$ cat config.mk
export PLATFORM = sky130hd
export DESIGN_NAME = triangle_strip_to_list
export DESIGN_NICKNAME = d
export VERILOG_FILES = /design/src/sv/tsl_pkg.sv /design/src/sv/tsl_assembler.sv /design/src/sv/tsl_tri_fifo.sv /design/src/sv/triangle_strip_to_list.sv
export SDC_FILE = /design/constraint.sdc
export NUM_CORES = 1
export LEC_CHECK = 0
export BUFFER_PORTS_ARGS = -buffer_cell sky130_fd_sc_hd__buf_2
export CAP_MARGIN = 30
export CORE_ASPECT_RATIO = 1.25
export CORE_MARGIN = 2
export CORE_UTILIZATION = 42
export CTS_CLUSTER_DIAMETER = 60
export CTS_CLUSTER_SIZE = 30
export DETAILED_ROUTE_END_ITERATION = 16
export PLACE_DENSITY = 0.6
export SKIP_LAST_GASP = 1
export SLEW_MARGIN = 20
export SYNTH_ARGS = -nofsm -noshare
export SYNTH_HDL_FRONTEND = slang
export SYNTH_SLANG_ARGS = --single-unit
$ cat constraint.sdc
create_clock -name clk -period 14.5 [get_ports clk]
set_clock_uncertainty 0.05 [all_clocks]
set_input_delay 2.9 -clock clk [delete_from_list [all_inputs] [get_ports clk]]
set_output_delay 2.9 -clock clk [all_outputs]
set_load 0.01 [all_outputs]
$ cat src/sv/tsl_pkg.sv
// shared types, constants and helpers for the triangle strip to list block
package tsl_pkg;

	localparam int INDEX_BITS    = 16;
	localparam int VERTEX_BITS   = INDEX_BITS - 1;
	localparam int OUT_BITS      = 15;
	localparam int FIFO_DEPTH    = 4;
	localparam int FIFO_PTR_BITS = $clog2(FIFO_DEPTH);
	localparam int FIFO_CNT_BITS = $clog2(FIFO_DEPTH + 1);

	typedef struct packed {
		logic [INDEX_BITS-1:0] raw_index;
		logic                  end_of_list;
	} strip_item_t;

	typedef struct packed {
		logic [OUT_BITS-1:0] vertex_first;
		logic [OUT_BITS-1:0] vertex_second;
		logic [OUT_BITS-1:0] vertex_third;
		logic                last_of_run;
	} triangle_t;

	// triangles produced by one index, in output order
	typedef struct packed {
		logic [1:0] count;
		triangle_t  first_tri;
		triangle_t  second_tri;
	} tri_pair_t;

	function automatic logic [OUT_BITS-1:0] to_out(input logic [VERTEX_BITS-1:0] v);
		to_out = OUT_BITS'(v);
	endfunction

endpackage

$ cat src/sv/tsl_assembler.sv
// strip state (held index, vertex window, winding) and triangle assembly
module tsl_assembler (
	input  logic                 clk,
	input  logic                 arst_n,
	input  logic                 en,
	input  tsl_pkg::strip_item_t item,
	output tsl_pkg::tri_pair_t   pair
);

	localparam logic [1:0] FILL_FULL = 2'd2;

	logic [tsl_pkg::INDEX_BITS-1:0]  held_q, held_n;
	logic                            hv_q, hv_n;
	logic [tsl_pkg::VERTEX_BITS-1:0] older_q, older_n;
	logic [tsl_pkg::VERTEX_BITS-1:0] newer_q, newer_n;
	logic [1:0]                      fill_q, fill_n;
	logic                            cw_q, cw_n;
	logic                            made_a, made_b;
	tsl_pkg::triangle_t              tri_a, tri_b;
	logic [tsl_pkg::VERTEX_BITS-1:0] va, vb;

	assign va = held_q[tsl_pkg::VERTEX_BITS-1:0];
	assign vb = item.raw_index[tsl_pkg::VERTEX_BITS-1:0];

	always_comb begin
		held_n  = held_q;
		hv_n    = hv_q;
		older_n = older_q;
		newer_n = newer_q;
		fill_n  = fill_q;
		cw_n    = cw_q;
		made_a  = 1'b0;
		made_b  = 1'b0;
		tri_a   = '0;
		tri_b   = '0;

		// held index goes in, with the arriving index as its successor
		if (hv_q) begin
			if (held_q[tsl_pkg::INDEX_BITS-1] & item.raw_index[tsl_pkg::INDEX_BITS-1]) begin
				fill_n = '0;
				cw_n   = 1'b1;
			end
			if (fill_n == FILL_FULL) begin
				made_a              = 1'b1;
				tri_a.vertex_first  = cw_n ? tsl_pkg::to_out(older_n) : tsl_pkg::to_out(va);
				tri_a.vertex_second = tsl_pkg::to_out(newer_n);
				tri_a.vertex_third  = cw_n ? tsl_pkg::to_out(va) : tsl_pkg::to_out(older_n);
				cw_n                = !cw_n;
			end else begin
				fill_n = fill_n + 2'd1;
			end
			older_n = newer_n;
			newer_n = va;
		end

		// end of list: arriving index goes straight in, then strip closes
		if (item.end_of_list) begin
			if (fill_n == FILL_FULL) begin
				made_b              = 1'b1;
				tri_b.vertex_first  = cw_n ? tsl_pkg::to_out(older_n) : tsl_pkg::to_out(vb);
				tri_b.vertex_second = tsl_pkg::to_out(newer_n);
				tri_b.vertex_third  = cw_n ? tsl_pkg::to_out(vb) : tsl_pkg::to_out(older_n);
			end
			older_n = newer_n;
			newer_n = vb;
			held_n  = '0;
			hv_n    = 1'b0;
			fill_n  = '0;
			cw_n    = 1'b1;
		end else begin
			held_n = item.raw_index;
			hv_n   = 1'b1;
		end
	end

	always_comb begin
		pair.count                  = {1'b0, made_a} + {1'b0, made_b};
		pair.first_tri              = made_a ? tri_a : tri_b;
		pair.first_tri.last_of_run  = !(made_a && made_b);
		pair.second_tri             = tri_b;
		pair.second_tri.last_of_run = 1'b1;
	end

	always_ff @(posedge clk or negedge arst_n) begin
		if (!arst_n) begin
			held_q  <= '0;
			hv_q    <= 1'b0;
			older_q <= '0;
			newer_q <= '0;
			fill_q  <= '0;
			cw_q    <= 1'b1;
		end else if (en) begin
			held_q  <= held_n;
			hv_q    <= hv_n;
			older_q <= older_n;
			newer_q <= newer_n;
			fill_q  <= fill_n;
			cw_q    <= cw_n;
		end
	end

endmodule

$ cat src/sv/tsl_tri_fifo.sv
// small output queue taking up to two triangles per cycle, giving one per cycle unless the output stalls
module tsl_tri_fifo (
	input  logic                                  clk,
	input  logic                                  arst_n,
	input  tsl_pkg::tri_pair_t                    push,
	output logic [tsl_pkg::FIFO_CNT_BITS-1:0]     free,
	output logic                                  out_valid,
	input  logic                                  out_stall,
	output tsl_pkg::triangle_t                    out_data
);

	tsl_pkg::triangle_t                  mem_q [tsl_pkg::FIFO_DEPTH];
	logic [tsl_pkg::FIFO_PTR_BITS-1:0]   rd_q, wr_q, wr_next;
	logic [tsl_pkg::FIFO_CNT_BITS-1:0]   count_q;
	logic                                pop;

	assign out_valid = (count_q != '0);
	assign out_data  = mem_q[rd_q];
	assign pop       = out_valid && !out_stall;
	assign wr_next   = wr_q + tsl_pkg::FIFO_PTR_BITS'(1);
	assign free      = tsl_pkg::FIFO_CNT_BITS'(tsl_pkg::FIFO_DEPTH) - count_q
		+ tsl_pkg::FIFO_CNT_BITS'(pop);

	always_ff @(posedge clk) begin
		if (push.count != 2'd0) begin
			mem_q[wr_q] <= push.first_tri;
		end
		if (push.count == 2'd2) begin
			mem_q[wr_next] <= push.second_tri;
		end
	end

	always_ff @(posedge clk or negedge arst_n) begin
		if (!arst_n) begin
			rd_q    <= '0;
			wr_q    <= '0;
			count_q <= '0;
		end else begin
			wr_q    <= wr_q + tsl_pkg::FIFO_PTR_BITS'(push.count);
			rd_q    <= rd_q + tsl_pkg::FIFO_PTR_BITS'(pop);
			count_q <= count_q + tsl_pkg::FIFO_CNT_BITS'(push.count)
				- tsl_pkg::FIFO_CNT_BITS'(pop);
		end
	end

endmodule

$ cat src/sv/triangle_strip_to_list.sv
// top level: triangle strip indices in, triangle list out
//
// strip channel: one 16-bit index per transaction; two adjacent indices with
//   the top bit set restart the strip, end_of_list closes the index list
// triangle channel: one triangle per transaction, three 15-bit vertices, with
//   last_of_run on the final triangle caused by one index
// an index is held until the next one arrives, so its triangle leaves with
//   the successor; triangle valid rises once the completing index has passed
//   the input register, committed and been written into the output queue
// throughput: one index per cycle while indices make at most one triangle
//   each and the triangle receiver does not stall; an end_of_list index can
//   make two, which leave one at a time through the four-entry output queue
// reset clears the held index, vertex window and fill count, winding starts
//   clockwise and the output queue empties
// when the triangle receiver stalls, triangles collect in the output queue;
//   strip stall rises once the registered index has no room for its results
module triangle_strip_to_list (
	input  logic                 clk,
	input  logic                 arst_n,
	input  logic                 strip_valid,
	output logic                 strip_stall,
	input  tsl_pkg::strip_item_t strip,
	output logic                 triangle_valid,
	input  logic                 triangle_stall,
	output tsl_pkg::triangle_t   triangle
);

	tsl_pkg::strip_item_t              item_s1;
	logic                              valid_s1;
	logic                              advance;
	logic                              accept;
	tsl_pkg::tri_pair_t                pair;
	logic [tsl_pkg::FIFO_CNT_BITS-1:0] free;

	// registered index commits once the queue can take all its triangles
	assign advance     = valid_s1 &&
		(free >= tsl_pkg::FIFO_CNT_BITS'(pair.count));
	assign strip_stall = valid_s1 && !advance;
	assign accept      = strip_valid && !strip_stall;

	// input register
	always_ff @(posedge clk or negedge arst_n) begin
		if (!arst_n) begin
			valid_s1 <= 1'b0;
		end else if (accept) begin
			valid_s1 <= 1'b1;
		end else if (advance) begin
			valid_s1 <= 1'b0;
		end
	end

	always_ff @(posedge clk) begin
		if (accept) begin
			item_s1 <= strip;
		end
	end

	// strip state and triangle assembly, updated only when the index commits
	tsl_assembler u_assembler (
		.clk    (clk),
		.arst_n (arst_n),
		.en     (advance),
		.item   (item_s1),
		.pair   (pair)
	);

	// result queue; nothing is pushed unless the index commits
	tsl_pkg::tri_pair_t push;
	always_comb begin
		push = pair;
		if (!advance) begin
			push.count = 2'd0;
		end
	end

	tsl_tri_fifo u_tri_fifo (
		.clk       (clk),
		.arst_n    (arst_n),
		.push      (push),
		.free      (free),
		.out_valid (triangle_valid),
		.out_stall (triangle_stall),
		.out_data  (triangle)
	);

endmodule
Yosys cells after proc, flatten, opt, wreduce, memory -nomap -nowiden
Memories as Yosys holds them, arrays and structs flattened. Index checks and enable logic that the tools add are counted.

Word-level logic and storage cells: 76. Output and inout port bits: 48. Memories kept: 1. Bits of input ports: 21. Memory bits (writable): 184. Register bits: 75.

Memory list: u_tri_fifo.mem_q (depth 4, width 46, read ports 1, clocked after Yosys merged registers in 0, wr ports 2, RTL line tsl_tri_fifo.sv:12) `tsl_pkg::triangle_t mem_q [tsl_pkg::FIFO_DEPTH];`.

Equality and inequality tests: 3. Order comparisons: 1. Multiplexer cells: 36. Reduce and logical (&&, ||, !) cells: 13. Bitwise logic cells: 1. $add $sub $neg: 9.

Operators with widths (count): two-way mux 45 bit (4); two-way mux 15 bit (8); two-way mux 46 bit (1); two-way mux 1 bit (16); two-way mux 16 bit (1); two-way mux 2 bit (6); equality test 2 bit (second input constant) (3); logical AND 1 bit (5); logical NOT 1 bit (5); adder 2 x 1 -> 2 bit (second input constant) (2); nonzero test 2 bit (2); adder 3 x 1 -> 3 bit (1); adder 3 x 2 -> 3 bit (1); greater-or-equal comparator 3 x 2 -> 1 bit (1); nonzero test 3 bit (1); subtractor 3 x 1 -> 3 bit (1); subtractor 3 bit (first input constant) (1); adder 1 x 1 -> 2 bit (1); adder 2 x 1 -> 2 bit (1); adder 2 bit (1); bitwise AND 1 bit (1).

Longest topological paths before layout
Word-level depth: 17. Mapped depth: 20. Depth with buffers taken out: 17.

Hierarchy
A second synthesis with hierarchy kept.

Cells, all modules: 1034. Area total of the unflattened synthesis: 14796.7 µm².

Modules (own cells, without submodules): tsl_tri_fifo (area an instance 9678.0 µm², instances 1, sequential area each 5700.5 µm², cells an instance 488); tsl_assembler (area an instance 4473.0 µm², instances 1, sequential area each 1252.5 µm², cells an instance 514); triangle_strip_to_list (area an instance 645.6 µm², instances 1, sequential area each 535.5 µm², cells an instance 32).

Least setup slack after synthesis
OpenSTA, ideal clock, no wires.

Path type: in2out. From: in triangle_stall. To: out strip_stall. Cell stages on the path: 9. Buffers on the path: 1. Path slack: 6.965 ns. Required time: 11.550 ns. Arrival: 4.585 ns. Cell sequence: nand2b_1 > inv_1 > ha_1 > ha_1 > nand2b_1 > a211oi_2 > clkbuf_1 > nand2_1 > inv_1.

Cells in the longest elaborated chain, start to end: 7.

Ends and longest elaborated chain: start: declaration (RTL line triangle_strip_to_list.sv:24) `input logic triangle_stall,`; logical NOT 1 bit (RTL line tsl_tri_fifo.sv:19) `assign pop = out_valid && !out_stall;`; logical AND 1 bit (RTL line tsl_tri_fifo.sv:19); adder 3 x 1 -> 3 bit (RTL line tsl_tri_fifo.sv:22) `+ tsl_pkg::FIFO_CNT_BITS'(pop);`; greater-or-equal comparator 3 x 2 -> 1 bit (RTL line triangle_strip_to_list.sv:37) `(free >= tsl_pkg::FIFO_CNT_BITS'(pair.count));`; logical AND 1 bit (RTL line triangle_strip_to_list.sv:36) `assign advance = valid_s1 &&`; logical NOT 1 bit; logical AND 1 bit (RTL line triangle_strip_to_list.sv:38) `assign strip_stall = valid_s1 && !advance;`; end: declaration (RTL line triangle_strip_to_list.sv:21) `output logic strip_stall,`.

No other way between the ends.

Worst setup path after layout
Ends and elaborated chain as after synthesis.

==> impl_results.md <==
* Clk sink count at 259
* Final non-filler cell total at 1625
* Clock Latency Late Sink at 540 ps
* Cells after Synth at 1193
* Buffer levels on the longest clock path at 3
* Die Wd at 168.0 um
* DRT iter0 DRCs at 1301
* Max_cap viols at 0
* Full die area at 0.03510 sq mm
* Hold Vio Cnt, Final at 0
* Critical path launch point type: input pin
* CTS Root Cell: clkbuf_16
* Post-CTS setup buffers at 0
* CP max FO at 17
* Minimum clock period at 7697 ps
* Vias in the first global route at 10287
* Commonest non-fill, non-tap cell in the layout: edfxtp_1
* Ys flop type: edfxtp_1
* # hold bufs at CTS at 0
* Initial Utilization at 42.38%
* RSZ-0062 raised after global routing: false
* Outcome: finished, final reports clean
* Synth unique cells at 57
* Placed insts at 1583
* Largest net degree at the start of global routing at 73
* Synth top area share at 41.90%
* WP data required at 11550 ps
* CTS tree: done
* Total GRT Usage at 23.57%
* Routability cong. at 0.8710
* Residual DRC at 0
* Fin nets at 1220
* Reg2Reg Setup Slack at 8240 ps
* Post-CTS sizing at 0
* Post-synth EDFFs at 197
* Setup TNS at 0 ps
* Antenna Violating Nets Remaining at 0
* Antenna cells at 0
* # port buffers at 68
* Share of cells above drive strength 1 at 21.05%
* Clock Pin Slew Worst Setup and Hold Paths at 60 ps
* Pre-antenna DRT Iters at 5
* Synth warnings at 0
* Via-per-instance ratio at 6.508
* Syn nets at 1227
* Yosys reg bits at 259
* Global-route wire length before repair at 63420 um
* Crit path DAT at 4750 ps
* Most frequent cells in the layout: edfxtp_1, o22ai_1, nand2_1
* IR drop worst, VDD at 0.1288 mV
* Final Cell Area at 0.01552 sq mm
* Hold WS at 442.0 ps
* Total wire length at 41590 um
* Slew Limit Fails at 0
* PD cells at 202.0 mW/mm^2
* Antenna violations before repair at 0
* WL/cell at 25.59 um
* Ports at 69
* Synth area leader: edfxtp_1
* Kind of critical path: in -> out
* GRT overflow at 0
* Final HPWL DP at 26800 um
* Post-synthesis sequential area ratio at 52.76%
* DP Area at 0.01465 sq mm
* Critical Path End Type: primary output
* Die height at 209.0 um
* Core area at 0.03331 sq mm
* Leak pwr at 5.203 nW
* Number of CTS-inserted buffers at 22
* Number of setup violations in the final report at 0
* Worst-Margin Slew at 995.7 ps
* CTS HTree Levels at 1
* Worst rel slew slack at 33.11%
* Fraction of registers with async set/reset at 22.39%
* Cell row count at 75
* Final Total Pwr at 3.134 mW
* Fmax at 129.9 MHz
* Area growth, synth to finish at 9.918%
* Syn avg cell area at 11.83 sq um
* Largest cells by area after synthesis: edfxtp_1, dfrtp_1, mux4_2
* Total vias in the final route at 10575
* Post-synthesis instance area at 0.01412 sq mm
* HP Class: reg -> reg
* Fin crit share at 53.09%
## stage by stage
stage / utilization (%) / worst slack [ps]
floorplan: - / 6965
global placement: 43.94 / 6805
detailed placement: 43.99 / 6810
CTS: 46.52 / 6793
global route: 46.58 / 6511
finish: 46.58 / 6803
## sequential cells by signal, indices dropped and copies added (netlist names)
signal               count
u_tri_fifo.count_q       3
u_assembler.newer_q     15
item_s1                 17
u_assembler.older_q     15
u_assembler.cw_q         1
valid_s1                 1
u_tri_fifo.mem_q       184
u_assembler.fill_q       2
u_assembler.held_q      16
u_assembler.hv_q         1
u_tri_fifo.wr_q          2
u_tri_fifo.rd_q          2
## path summary, 6_finish.rpt
kind	from	endpoint	depth (start not counted)
worst min-delay path	u_assembler.cw_q	u_assembler.cw_q	2
min in group asynchronous	arst_n	u_tri_fifo.rd_q[1]	2
max in group asynchronous	arst_n	u_assembler.hv_q	2
worst max-delay path	triangle_stall	strip_stall	11
worst max register to register	u_assembler.hv_q	u_tri_fifo.mem_q[0][23]	15
worst min register to register	u_assembler.cw_q	u_assembler.cw_q	2
## critical path: stages
cell      delay, ps
buf_2            90
nand2b_1        150
inv_1            80
ha_1            240
ha_1            290
nand2b_1        170
a211oi_2        230
buf_4           270
nand2_1         140
inv_1            60
buf_2           120
## cell usage after synthesis, types with 18 or more instances
cell,n
a21oi_1,49
a22o_1,45
a22oi_1,30
buf_2,44
clkbuf_1,63
dfrtp_1,57
edfxtp_1,197
mux2_2,19
mux2i_1,29
mux4_2,46
nand2_1,120
nand2b_1,33
nand3_1,24
nor3_1,44
o211ai_1,28
o21ai_0,34
o22ai_1,119
o32ai_1,18
## cells by family after synthesis
kind of cell | after synthesis | synth area share [%]
xor+xnor | 6 | 0.3723
flops | 259 | 52.76
fa+ha+maj | 13 | 1.205
buf+inv | 149 | 4.786
compound gates | 387 | 20.01
simple gates | 285 | 9.953
mux | 94 | 10.91
## per-layer routing
layer / share of wire, % / track usage (%)
met5: 0 / 0
met4: 4.2 / 9.865
met3: 6.3 / 3.693
met2: 49 / 39.11
met1: 40 / 30.91
## area by class of cell
class	count	area, sq um
Tap cell	423	529.3
Inverter	17	63.81
Clock inverter	15	261.5
Clock buffer	25	583.1
Sequential cell	259	7455
Multi-Input combinational cell	785	6026
Fill cell	2993	17800
Timing Repair Buffer	101	599.3
## power by group
group	leakage, nW	internal, mW	switching, mW
Combinational	2.21	0.515	0.817
Sequential	2.58	0.921	0.201
Clock	0.409	0.354	0.327
Total	5.20	1.79	1.34
No activity file was read; power rests on OpenSTA's default activity.
